### src/design/drum_step_sequencer_assert.svh
// Assertion macros for the drum step sequencer.
// DSS_ASSERT checks an implication in the same cycle, DSS_ASSERT_NEXT in the cycle after.
`ifndef DRUM_STEP_SEQUENCER_ASSERT_SVH
`define DRUM_STEP_SEQUENCER_ASSERT_SVH
`ifndef ASSERT_OFF
`define DSS_ASSERT(lbl, clk, rst_n, ante, cons, msg) \
    lbl: assert property (@(posedge clk) disable iff (!rst_n) (ante) |-> (cons)) else $error(msg);
`define DSS_ASSERT_NEXT(lbl, clk, rst_n, ante, cons, msg) \
    lbl: assert property (@(posedge clk) disable iff (!rst_n) (ante) |=> (cons)) else $error(msg);
`else
`define DSS_ASSERT(lbl, clk, rst_n, ante, cons, msg)
`define DSS_ASSERT_NEXT(lbl, clk, rst_n, ante, cons, msg)
`endif
`endif

### src/design/dss_pkg.sv
package dss_pkg;

    localparam int NUM_INSTRUMENTS = 16;
    localparam int NUM_STEPS       = 16;

    // physical grid: one word per column, two bits per instrument row
    localparam int GRID_ROWS = 16;
    localparam int GRID_COLS = 16;
    localparam int ROW_W     = 4;
    localparam int COL_W     = 4;
    localparam int CELL_W    = 2;
    localparam int WORD_W    = CELL_W * GRID_ROWS;

    localparam logic [CELL_W-1:0] CELL_OFF    = 2'd0;
    localparam logic [CELL_W-1:0] CELL_ON     = 2'd1;
    localparam logic [CELL_W-1:0] CELL_ACCENT = 2'd2;

    typedef enum logic [2:0] {
        MODE_TICK  = 3'd0,
        MODE_START = 3'd1,
        MODE_STOP  = 3'd2,
        MODE_SET   = 3'd3,
        MODE_CYCLE = 3'd4,
        MODE_CLEAR = 3'd5
    } t_mode;

    localparam int CFG_IDX_W  = 2;
    localparam int CFG_DATA_W = 17;
    localparam logic [CFG_IDX_W-1:0] CFG_STEP_LENGTH = 2'd0;
    localparam logic [CFG_IDX_W-1:0] CFG_SHUFFLE     = 2'd1;
    localparam logic [CFG_IDX_W-1:0] CFG_SAMPLES_MS  = 2'd2;

    localparam int STEP_W  = 17;
    localparam int SHUF_W  = 9;
    localparam int SPM_W   = 8;
    localparam int CNT_W   = 18;
    localparam int DRIFT_W = 16;
    localparam int MASK_W  = 16;

    localparam logic [STEP_W-1:0] STEP_RESET = 17'd6000;
    localparam logic [SHUF_W-1:0] SHUF_RESET = 9'd0;
    localparam logic [SPM_W-1:0]  SPM_RESET  = 8'd48;

    localparam int SWING_NUM   = 338;
    localparam int SWING_SHIFT = 18;
    localparam int DRIFT_KEEP  = 21299;
    localparam int DRIFT_TAKE  = 11469;
    localparam int Q15_HALF    = 16384;

    // shared multiplier operand and product widths
    localparam int MUL_A_W = 27;
    localparam int MUL_B_W = 18;
    localparam int PROD_W  = MUL_A_W + MUL_B_W;

    typedef struct packed {
        logic              we;
        logic [COL_W-1:0]  addr;
        logic [WORD_W-1:0] word;
    } t_grid_wr;

endpackage

### src/design/dss_mul.sv
module dss_mul
    import dss_pkg::*;
(
    input  logic                      i_clk,
    input  logic signed [MUL_A_W-1:0] i_a,
    input  logic signed [MUL_B_W-1:0] i_b,
    output logic signed [PROD_W-1:0]  o_prod
);

    logic signed [PROD_W-1:0] r_prod;

    always_ff @(posedge i_clk) begin
        r_prod <= PROD_W'(i_a * i_b);
    end

    assign o_prod = r_prod;

endmodule

### src/design/dss_grid.sv
module dss_grid
    import dss_pkg::*;
(
    input  logic              i_clk,
    input  logic              i_rst_n,
    input  logic              i_clear,
    input  t_grid_wr          i_wr,
    input  logic [COL_W-1:0]  i_rd_addr,
    output logic [WORD_W-1:0] o_rd_word
);

    logic [WORD_W-1:0]    r_mem [GRID_COLS];
    logic [WORD_W-1:0]    r_rd_data;
    logic [COL_W-1:0]     r_rd_addr;
    logic [GRID_COLS-1:0] r_valid;

    always_ff @(posedge i_clk) begin
        if (i_wr.we) begin
            r_mem[i_wr.addr] <= i_wr.word;
        end
        r_rd_data <= r_mem[i_rd_addr];
        r_rd_addr <= i_rd_addr;
    end

    // a column never written since the last clear or reset reads as all off
    always_ff @(posedge i_clk) begin
        if (!i_rst_n) begin
            r_valid <= '0;
        end else if (i_clear) begin
            r_valid <= '0;
        end else if (i_wr.we) begin
            r_valid[i_wr.addr] <= 1'b1;
        end
    end

    assign o_rd_word = r_valid[r_rd_addr] ? r_rd_data : '0;

endmodule

### src/design/drum_step_sequencer.sv
// Drum step sequencer: 16 instrument rows by 16 step columns of off/on/accent cells.
// Input channel i_valid/o_stall carries one item per sample tick or command
// (tick, start, stop, set cell, cycle cell, clear grid). Output channel
// o_valid/i_stall returns exactly one result per item: fired flag, trigger and
// accent masks of the fired column, the fired column, the addressed cell and the
// transport flag.
// Configuration is a plain write port (i_cfg_we, i_cfg_index, i_cfg_data), written
// only while the block is idle; that binds the user, the block does not enforce it.
// Timing: one item is in flight at a time. A non-firing item runs ST_RB1 (ST_ED1
// for edits) and ST_OUT; a firing tick runs ST_SW1, ST_SW2, ST_LOAD, ST_RB0, ST_RB1
// and ST_OUT, with ST_DR0 to ST_DR3 after ST_SW2 on drift columns. o_valid rises
// and o_stall drops at the same edge. The single registered multiplier, used once
// per product in the swing and drift chain, and the one-read-port grid set the pace.
// Reset (synchronous, i_rst_n low) stops the transport, clears the grid, zeroes
// the column and drift filter and loads the register defaults.
// A finished result waits in the output register while i_stall is high; the next
// item is accepted meanwhile but its result is held until the register frees.
`include "drum_step_sequencer_assert.svh"

module drum_step_sequencer
    import dss_pkg::*;
(
    input  logic                        i_clk,
    input  logic                        i_rst_n,
    input  logic                        i_valid,
    output logic                        o_stall,
    input  logic [2:0]                  i_mode,
    input  logic [ROW_W-1:0]            i_instrument,
    input  logic [COL_W-1:0]            i_step_index,
    input  logic [CELL_W-1:0]           i_cell_value,
    input  logic signed [DRIFT_W-1:0]   i_drift_random,
    output logic                        o_valid,
    input  logic                        i_stall,
    output logic                        o_fired,
    output logic [MASK_W-1:0]           o_trigger_mask,
    output logic [MASK_W-1:0]           o_accent_mask,
    output logic [COL_W-1:0]            o_fired_step,
    output logic [CELL_W-1:0]           o_cell_readback,
    output logic                        o_is_running,
    input  logic                        i_cfg_we,
    input  logic [CFG_IDX_W-1:0]        i_cfg_index,
    input  logic [CFG_DATA_W-1:0]       i_cfg_data
);

    typedef enum logic [3:0] {
        ST_IDLE, ST_SW1, ST_SW2, ST_DR0, ST_DR1, ST_DR2, ST_DR3,
        ST_LOAD, ST_RB0, ST_RB1, ST_ED1, ST_OUT
    } t_state;

    t_state r_state;

    logic [STEP_W-1:0]          r_step_len;
    logic [SHUF_W-1:0]          r_shuffle;
    logic [SPM_W-1:0]           r_spm;

    logic [CNT_W-1:0]           r_countdown;
    logic [COL_W-1:0]           r_column;
    logic                       r_run;
    logic signed [DRIFT_W-1:0]  r_drift_mem;

    logic [ROW_W-1:0]           r_inst;
    logic [COL_W-1:0]           r_col;
    logic [CELL_W-1:0]          r_val;
    logic signed [DRIFT_W-1:0]  r_target;
    logic                       r_edit_set;

    logic signed [19:0]         r_base;
    logic signed [31:0]         r_sum;
    logic signed [10:0]         r_dsamp;

    logic                       r_fired;
    logic [MASK_W-1:0]          r_trig;
    logic [MASK_W-1:0]          r_accm;
    logic [COL_W-1:0]           r_fstep;
    logic [CELL_W-1:0]          r_rdbk;

    logic                       r_out_valid;
    logic                       r_out_fired;
    logic [MASK_W-1:0]          r_out_trig;
    logic [MASK_W-1:0]          r_out_accm;
    logic [COL_W-1:0]           r_out_fstep;
    logic [CELL_W-1:0]          r_out_rdbk;
    logic                       r_out_run;

    logic                       accept;
    logic                       fire_now;
    logic                       addr_ok;
    logic [COL_W-1:0]           rd_addr;
    logic [WORD_W-1:0]          grid_word;
    logic [CELL_W-1:0]          rd_cell;
    logic [CELL_W-1:0]          n_cell;
    logic [WORD_W-1:0]          n_word;
    logic [MASK_W-1:0]          col_trig;
    logic [MASK_W-1:0]          col_accm;
    t_grid_wr                   grid_wr;
    logic                       grid_clear;

    logic signed [MUL_A_W-1:0]  mul_a;
    logic signed [MUL_B_W-1:0]  mul_b;
    logic signed [PROD_W-1:0]   prod;

    logic [STEP_W-1:0]          swing;
    logic signed [31:0]         dr_sum;
    logic signed [31:0]         dr_shift;
    logic signed [16:0]         dr_m;
    logic signed [DRIFT_W-1:0]  n_drift_mem;
    logic signed [23:0]         dr_p;
    logic [23:0]                dr_mag;
    logic [24:0]                dr_rnd_full;
    logic [9:0]                 dr_rnd;
    logic signed [10:0]         n_dsamp;
    logic signed [19:0]         n_reload;
    logic [CNT_W-1:0]           n_countdown;
    logic [COL_W:0]             col_inc;

    assign accept   = i_valid && (r_state == ST_IDLE);
    assign o_stall  = (r_state != ST_IDLE);
    assign fire_now = (i_mode == MODE_TICK) && r_run && (r_countdown <= CNT_W'(1));
    assign addr_ok  = ({1'b0, r_inst} < (ROW_W + 1)'(NUM_INSTRUMENTS)) &&
                      ({1'b0, r_col} < (COL_W + 1)'(NUM_STEPS));

    assign rd_addr    = (r_state == ST_IDLE) ? (fire_now ? r_column : i_step_index) : r_col;
    assign grid_clear = accept && (i_mode == MODE_CLEAR);

    dss_grid u_grid (
        .i_clk     (i_clk),
        .i_rst_n   (i_rst_n),
        .i_clear   (grid_clear),
        .i_wr      (grid_wr),
        .i_rd_addr (rd_addr),
        .o_rd_word (grid_word)
    );

    dss_mul u_mul (
        .i_clk  (i_clk),
        .i_a    (mul_a),
        .i_b    (mul_b),
        .o_prod (prod)
    );

    // cell edit and readback
    always_comb begin
        rd_cell = grid_word[{r_inst, 1'b0} +: CELL_W];
        if (r_edit_set) begin
            n_cell = (r_val > CELL_ACCENT) ? CELL_ACCENT : r_val;
        end else begin
            unique case (rd_cell)
                CELL_OFF: n_cell = CELL_ON;
                CELL_ON:  n_cell = CELL_ACCENT;
                default:  n_cell = CELL_OFF;
            endcase
        end
        n_word = grid_word;
        n_word[{r_inst, 1'b0} +: CELL_W] = n_cell;
        grid_wr.we   = (r_state == ST_ED1) && addr_ok;
        grid_wr.addr = r_col;
        grid_wr.word = n_word;
    end

    // masks of the fired column
    always_comb begin
        col_trig = '0;
        col_accm = '0;
        for (int i = 0; i < GRID_ROWS; i++) begin
            if (i < NUM_INSTRUMENTS) begin
                col_trig[i] = |grid_word[CELL_W*i +: CELL_W];
                col_accm[i] = (grid_word[CELL_W*i +: CELL_W] == CELL_ACCENT);
            end
        end
    end

    // operand select for the shared multiplier
    always_comb begin
        unique case (r_state)
            ST_IDLE: begin
                mul_a = $signed(MUL_A_W'(r_step_len));
                mul_b = $signed(MUL_B_W'(r_shuffle));
            end
            ST_SW1: begin
                mul_a = $signed({1'b0, prod[25:0]});
                mul_b = MUL_B_W'(SWING_NUM);
            end
            ST_SW2: begin
                mul_a = MUL_A_W'(r_drift_mem);
                mul_b = MUL_B_W'(DRIFT_KEEP);
            end
            ST_DR0: begin
                mul_a = MUL_A_W'(r_target);
                mul_b = MUL_B_W'(DRIFT_TAKE);
            end
            ST_DR2: begin
                mul_a = MUL_A_W'(r_drift_mem);
                mul_b = $signed(MUL_B_W'(r_spm));
            end
            default: begin
                mul_a = '0;
                mul_b = '0;
            end
        endcase
    end

    // swing, drift filter, rounding and reload
    always_comb begin
        swing    = prod[SWING_SHIFT +: STEP_W];
        dr_sum   = r_sum + prod[31:0];
        dr_shift = dr_sum >>> 15;
        dr_m     = dr_shift[16:0];
        if (dr_m > 17'sd32767) begin
            n_drift_mem = 16'sh7FFF;
        end else if (dr_m < -17'sd32768) begin
            n_drift_mem = 16'sh8000;
        end else begin
            n_drift_mem = dr_m[DRIFT_W-1:0];
        end
        // round half away from zero
        dr_p        = prod[23:0];
        dr_mag      = dr_p[23] ? 24'(-dr_p) : 24'(dr_p);
        dr_rnd_full = {1'b0, dr_mag} + 25'(Q15_HALF);
        dr_rnd      = dr_rnd_full[24:15];
        n_dsamp     = dr_p[23] ? -$signed({1'b0, dr_rnd}) : $signed({1'b0, dr_rnd});
        n_reload    = r_base + 20'(r_dsamp);
        n_countdown = (n_reload < 20'sd1) ? CNT_W'(1) : n_reload[CNT_W-1:0];
        col_inc     = {1'b0, r_column} + (COL_W + 1)'(1);
    end

    always_ff @(posedge i_clk) begin
        if (!i_rst_n) begin
            r_state     <= ST_IDLE;
            r_step_len  <= STEP_RESET;
            r_shuffle   <= SHUF_RESET;
            r_spm       <= SPM_RESET;
            r_countdown <= CNT_W'(STEP_RESET);
            r_column    <= '0;
            r_run       <= 1'b0;
            r_drift_mem <= '0;
            r_out_valid <= 1'b0;
        end else begin
            if (i_cfg_we) begin
                unique case (i_cfg_index)
                    CFG_STEP_LENGTH: r_step_len <= i_cfg_data;
                    CFG_SHUFFLE:     r_shuffle  <= i_cfg_data[SHUF_W-1:0];
                    CFG_SAMPLES_MS:  r_spm      <= i_cfg_data[SPM_W-1:0];
                    default: ;
                endcase
            end

            // in ST_OUT the output register is reloaded below instead
            if (r_out_valid && !i_stall && (r_state != ST_OUT)) begin
                r_out_valid <= 1'b0;
            end

            unique case (r_state)
                ST_IDLE: begin
                    if (accept) begin
                        r_inst     <= i_instrument;
                        r_col      <= i_step_index;
                        r_val      <= i_cell_value;
                        r_target   <= i_drift_random;
                        r_edit_set <= (i_mode == MODE_SET);
                        r_fired    <= 1'b0;
                        r_trig     <= '0;
                        r_accm     <= '0;
                        r_fstep    <= '0;
                        unique case (i_mode)
                            MODE_TICK: begin
                                if (fire_now) begin
                                    r_state <= ST_SW1;
                                end else begin
                                    r_state <= ST_RB1;
                                    if (r_run) begin
                                        r_countdown <= r_countdown - CNT_W'(1);
                                    end
                                end
                            end
                            MODE_START: begin
                                r_run       <= 1'b1;
                                r_countdown <= CNT_W'(r_step_len);
                                r_column    <= '0;
                                r_drift_mem <= '0;
                                r_state     <= ST_RB1;
                            end
                            MODE_STOP: begin
                                r_run   <= 1'b0;
                                r_state <= ST_RB1;
                            end
                            MODE_SET, MODE_CYCLE: r_state <= ST_ED1;
                            default: r_state <= ST_RB1;
                        endcase
                    end
                end
                ST_SW1: begin
                    r_trig  <= col_trig;
                    r_accm  <= col_accm;
                    r_fired <= 1'b1;
                    r_fstep <= r_column;
                    r_state <= ST_SW2;
                end
                ST_SW2: begin
                    r_base  <= $signed(20'(r_step_len)) +
                               (r_column[0] ? $signed(20'(swing)) : 20'sd0);
                    r_dsamp <= '0;
                    r_state <= (r_column[1:0] == 2'd0) ? ST_DR0 : ST_LOAD;
                end
                ST_DR0: begin
                    r_sum   <= prod[31:0] + 32'sd16384;
                    r_state <= ST_DR1;
                end
                ST_DR1: begin
                    r_drift_mem <= n_drift_mem;
                    r_state     <= ST_DR2;
                end
                ST_DR2: r_state <= ST_DR3;
                ST_DR3: begin
                    r_dsamp <= n_dsamp;
                    r_state <= ST_LOAD;
                end
                ST_LOAD: begin
                    r_countdown <= n_countdown;
                    r_column    <= (col_inc == (COL_W + 1)'(NUM_STEPS)) ? '0 : col_inc[COL_W-1:0];
                    r_state     <= ST_RB0;
                end
                ST_RB0: r_state <= ST_RB1;
                ST_RB1: begin
                    r_rdbk  <= addr_ok ? rd_cell : CELL_OFF;
                    r_state <= ST_OUT;
                end
                ST_ED1: begin
                    r_rdbk  <= addr_ok ? n_cell : CELL_OFF;
                    r_state <= ST_OUT;
                end
                ST_OUT: begin
                    if (!r_out_valid || !i_stall) begin
                        r_out_valid <= 1'b1;
                        r_out_fired <= r_fired;
                        r_out_trig  <= r_trig;
                        r_out_accm  <= r_accm;
                        r_out_fstep <= r_fstep;
                        r_out_rdbk  <= r_rdbk;
                        r_out_run   <= r_run;
                        r_state     <= ST_IDLE;
                    end
                end
                default: r_state <= ST_IDLE;
            endcase
        end
    end

    assign o_valid         = r_out_valid;
    assign o_fired         = r_out_fired;
    assign o_trigger_mask  = r_out_trig;
    assign o_accent_mask   = r_out_accm;
    assign o_fired_step    = r_out_fstep;
    assign o_cell_readback = r_out_rdbk;
    assign o_is_running    = r_out_run;

    `DSS_ASSERT_NEXT(a_busy_after_accept, i_clk, i_rst_n, accept, o_stall, "accept did not start work")
    `DSS_ASSERT(a_quiet_when_not_fired, i_clk, i_rst_n, o_valid && !o_fired, (o_trigger_mask == '0) && (o_accent_mask == '0) && (o_fired_step == '0), "masks set without a fire")
    `DSS_ASSERT(a_fire_while_running, i_clk, i_rst_n, o_valid && o_fired, o_is_running, "fired while stopped")
    `DSS_ASSERT(a_accent_is_trigger, i_clk, i_rst_n, o_valid, (o_accent_mask & ~o_trigger_mask) == '0, "accent without trigger")

endmodule
### config.mk
export PLATFORM = sky130hd
export DESIGN_NAME = drum_step_sequencer
export DESIGN_NICKNAME = d
export VERILOG_FILES = /design/src/design/dss_pkg.sv /design/src/design/dss_mul.sv /design/src/design/dss_grid.sv /design/src/design/drum_step_sequencer.sv
export VERILOG_INCLUDE_DIRS = /design/src /design/src/design
export SDC_FILE = /design/constraint.sdc
export NUM_CORES = 2
export LEC_CHECK = 0
export BUFFER_PORTS_ARGS = -buffer_cell sky130_fd_sc_hd__buf_2
export CORE_ASPECT_RATIO = 1.4
export CORE_MARGIN = 2
export CORE_UTILIZATION = 35
export DETAILED_ROUTE_END_ITERATION = 12
export HOLD_SLACK_MARGIN = 0.05
export MAX_ROUTING_LAYER = met4
export PLACE_DENSITY_LB_ADDON = 0.05
export SLEW_MARGIN = 20
export SYNTH_ARGS = -nofsm -noshare
export SYNTH_HDL_FRONTEND = slang
export SYNTH_HIERARCHICAL = 1
export SYNTH_SLANG_ARGS = --single-unit
### constraint.sdc
create_clock -name i_clk -period 24.3 [get_ports i_clk]
set_clock_uncertainty 0.15 [all_clocks]
set_input_delay 1.215 -clock i_clk [delete_from_list [all_inputs] [get_ports i_clk]]
set_output_delay 1.215 -clock i_clk [all_outputs]
set_load 0.05 [all_outputs]
==> metrics <==
Max-Cap Viols=0; critical path's slowest cell=a221o_1; final slew viol count=0; initial antenna violation count=7; vias per cell=5.14; GRT Total Usage=21.9%; Die ar.=148,000 um^2; crit share post-route=40.0%; input/output buffers=94; Initial DRC Count=2,050; DP HPWL=105,000 um; most numerous cell on the critical path=fa_1; Tmin final=9720 ps; vias in the first global route=34,000; worst-skew pair later-pin latency=690 ps; R2R depth=28; number of buffers created by CTS=91; die span in x=325 um; Post-DP Area=53,500 um^2; proportion of layout cells with a drive suffix above 1=14.0%; via count=31,900; global-route wire length before repair=230,000 um; largest net degree at the start of global routing=86; drc violations=0; area delta synth->final=11.9%; H-tree depth=3; RSZ-0062 raised after global routing=no; Clock Tree Root=clkbuf_16; Worst setup EP type=flop; worst r2r src=r_state[0]$_SDFFE_PN0P_; Post-CTS Setup Repair Bufs=0; Buf+Inv Stages, Crit Path=7; Crit path max-delay family=compound AO/OA/AOI/OAI gates; startpoint types=flop; status=completed; Slew Limit Headroom=22.4%; final WL=155,000 um; Pre-antenna DRT Iters=6; CTS tree=yes; Slew @ Worst Pin=1160 ps; IO Pins=95; total grt overflow=0; DR WL/cell=25.0 um; Hold WC Path Type=reg -> reg; num rows=165; Mapped Avg Cell Area=12.2 um^2; CTS resizes=0; Starting Density=35.1%; Synth Instances=4,133; Max stage delay on crit path=830 ps; Worst path depth=28; YS warnings=6; Die H=454 um; Hold Fails Final Rpt=0; Clock transition at path regs=60 ps; critical path data required time=24,700 ps; layout net count=4,823; critical path endpoint=u_mul/o_prod[29]$_DFF_P_; P_leak=22.2 nW; Placeable Area=144,000 um^2; clk buf depth=3; cts hold-fix bufs=0; Power Density=104 nW/um^2; reg-to-reg setup timing slack=14,580 ps; Setup crit start=r_state[0]$_SDFFE_PN0P_; Peak supply drop=0.0704 mV; Final Wtd Congestion=0.846; Final Cell Area=56,600 um^2; ANT nets after route=0; critical path class=reg -> reg; worst reg2reg endpoint=u_mul/o_prod[29]$_DFF_P_; CTS Sinks=844; setup violators final=0; Final TNS setup=0 ps; peak fanout along the critical path=21; cell area after synthesis=50,600 um^2; Max Fclk=103 MHz; Critical Path AT=10,120 ps
## report_power, final
group          internal, mW  switching, mW
clock                 0.803          0.617
sequential             1.76          0.111
combinational         0.967           1.63
## worst min-delay path by stage
stage                                   startpoint                          end  slack, ps  cells past startpoint
final                     r_accm[12]$_SDFFCE_PN0P_  o_accent_mask[12]$_DFFE_PP_        260                      0
after global routing       r_accm[1]$_SDFFCE_PN0P_   o_accent_mask[1]$_DFFE_PP_        270                      0
after CTS                 r_accm[12]$_SDFFCE_PN0P_  o_accent_mask[12]$_DFFE_PP_        260                      0
after detailed placement  r_accm[12]$_SDFFCE_PN0P_  o_accent_mask[12]$_DFFE_PP_        250                      0
after global placement     r_accm[3]$_SDFFCE_PN0P_   o_accent_mask[3]$_DFFE_PP_        250                      0
after floorplan            r_accm[0]$_SDFFCE_PN0P_   o_accent_mask[0]$_DFFE_PP_        250                      0
## routing by layer
layer	track usage [%]	routed length (um)	vias to the layer above
met3	2.32	4710	185
met5	-	0	-
met4	5.53	3660	0
met1	26.3	65200	16700
li1	-	-	14400
met2	39.2	81900	600
## state kept, by name (all words and copies together) (netlist names), 17 cells and up
signal / flops
r_sum: 32
u_mul/o_prod: 35
r_step_len: 17
r_base: 18
u_grid/r_rd_data: 32
u_grid/r_mem: 512
r_countdown: 18
## layout make-up
| cell class | instances | area, um^2 |
|---|---|---|
| Fill cell | 13900 | 87300 |
| Clock buffer | 133 | 2660 |
| Inverter | 507 | 1900 |
| Sequential cell | 844 | 23700 |
| Multi-Input combinational cell | 2581 | 24400 |
| Tap cell | 1920 | 2400 |
| Antenna cell | 6 | 15.0 |
| Timing Repair Buffer | 178 | 1110 |
| Clock inverter | 38 | 404 |
## stage by stage
| step | util (%) | std cells | setup slack, ps | power [mW] | hold slack, ps |
|---|---|---|---|---|---|
| 6_report | 39.3 | 6207 | 14580 | 5.88 | 260 |
| 3_3_place_gp | 37.2 | 6030 | 14750 | 4.54 | 254 |
| 5_1_grt | 39.3 | 6206 | 13920 | 6.28 | 270 |
| 2_1_floorplan | - | 4146 | 16850 | 3.66 | 250 |
| 3_5_place_dp | 37.2 | 6030 | 14630 | 4.52 | 255 |
| 4_1_cts | 39.3 | 6201 | 14580 | 5.98 | 265 |
## layout by cell type (no fill, tap or decap), types with 24 or more instances in the layout
| cell | count |
|---|---|
| ha_1 | 179 |
| o21a_1 | 28 |
| nor3_1 | 37 |
| inv_1 | 504 |
| fa_1 | 388 |
| buf_4 | 83 |
| o21ai_0 | 72 |
| buf_2 | 94 |
| nand3_1 | 45 |
| xor2_1 | 32 |
| a21o_1 | 46 |
| edfxtp_1 | 679 |
| nor2_1 | 187 |
| a22oi_1 | 65 |
| clkbuf_1 | 24 |
| and2_1 | 191 |
| mux4_2 | 138 |
| xnor2_1 | 92 |
| dfxtp_1 | 165 |
| nand2_1 | 503 |
| a21oi_1 | 120 |
| clkbuf_16 | 95 |
| mux2_2 | 38 |
No activity file was read; power rests on OpenSTA's default activity.
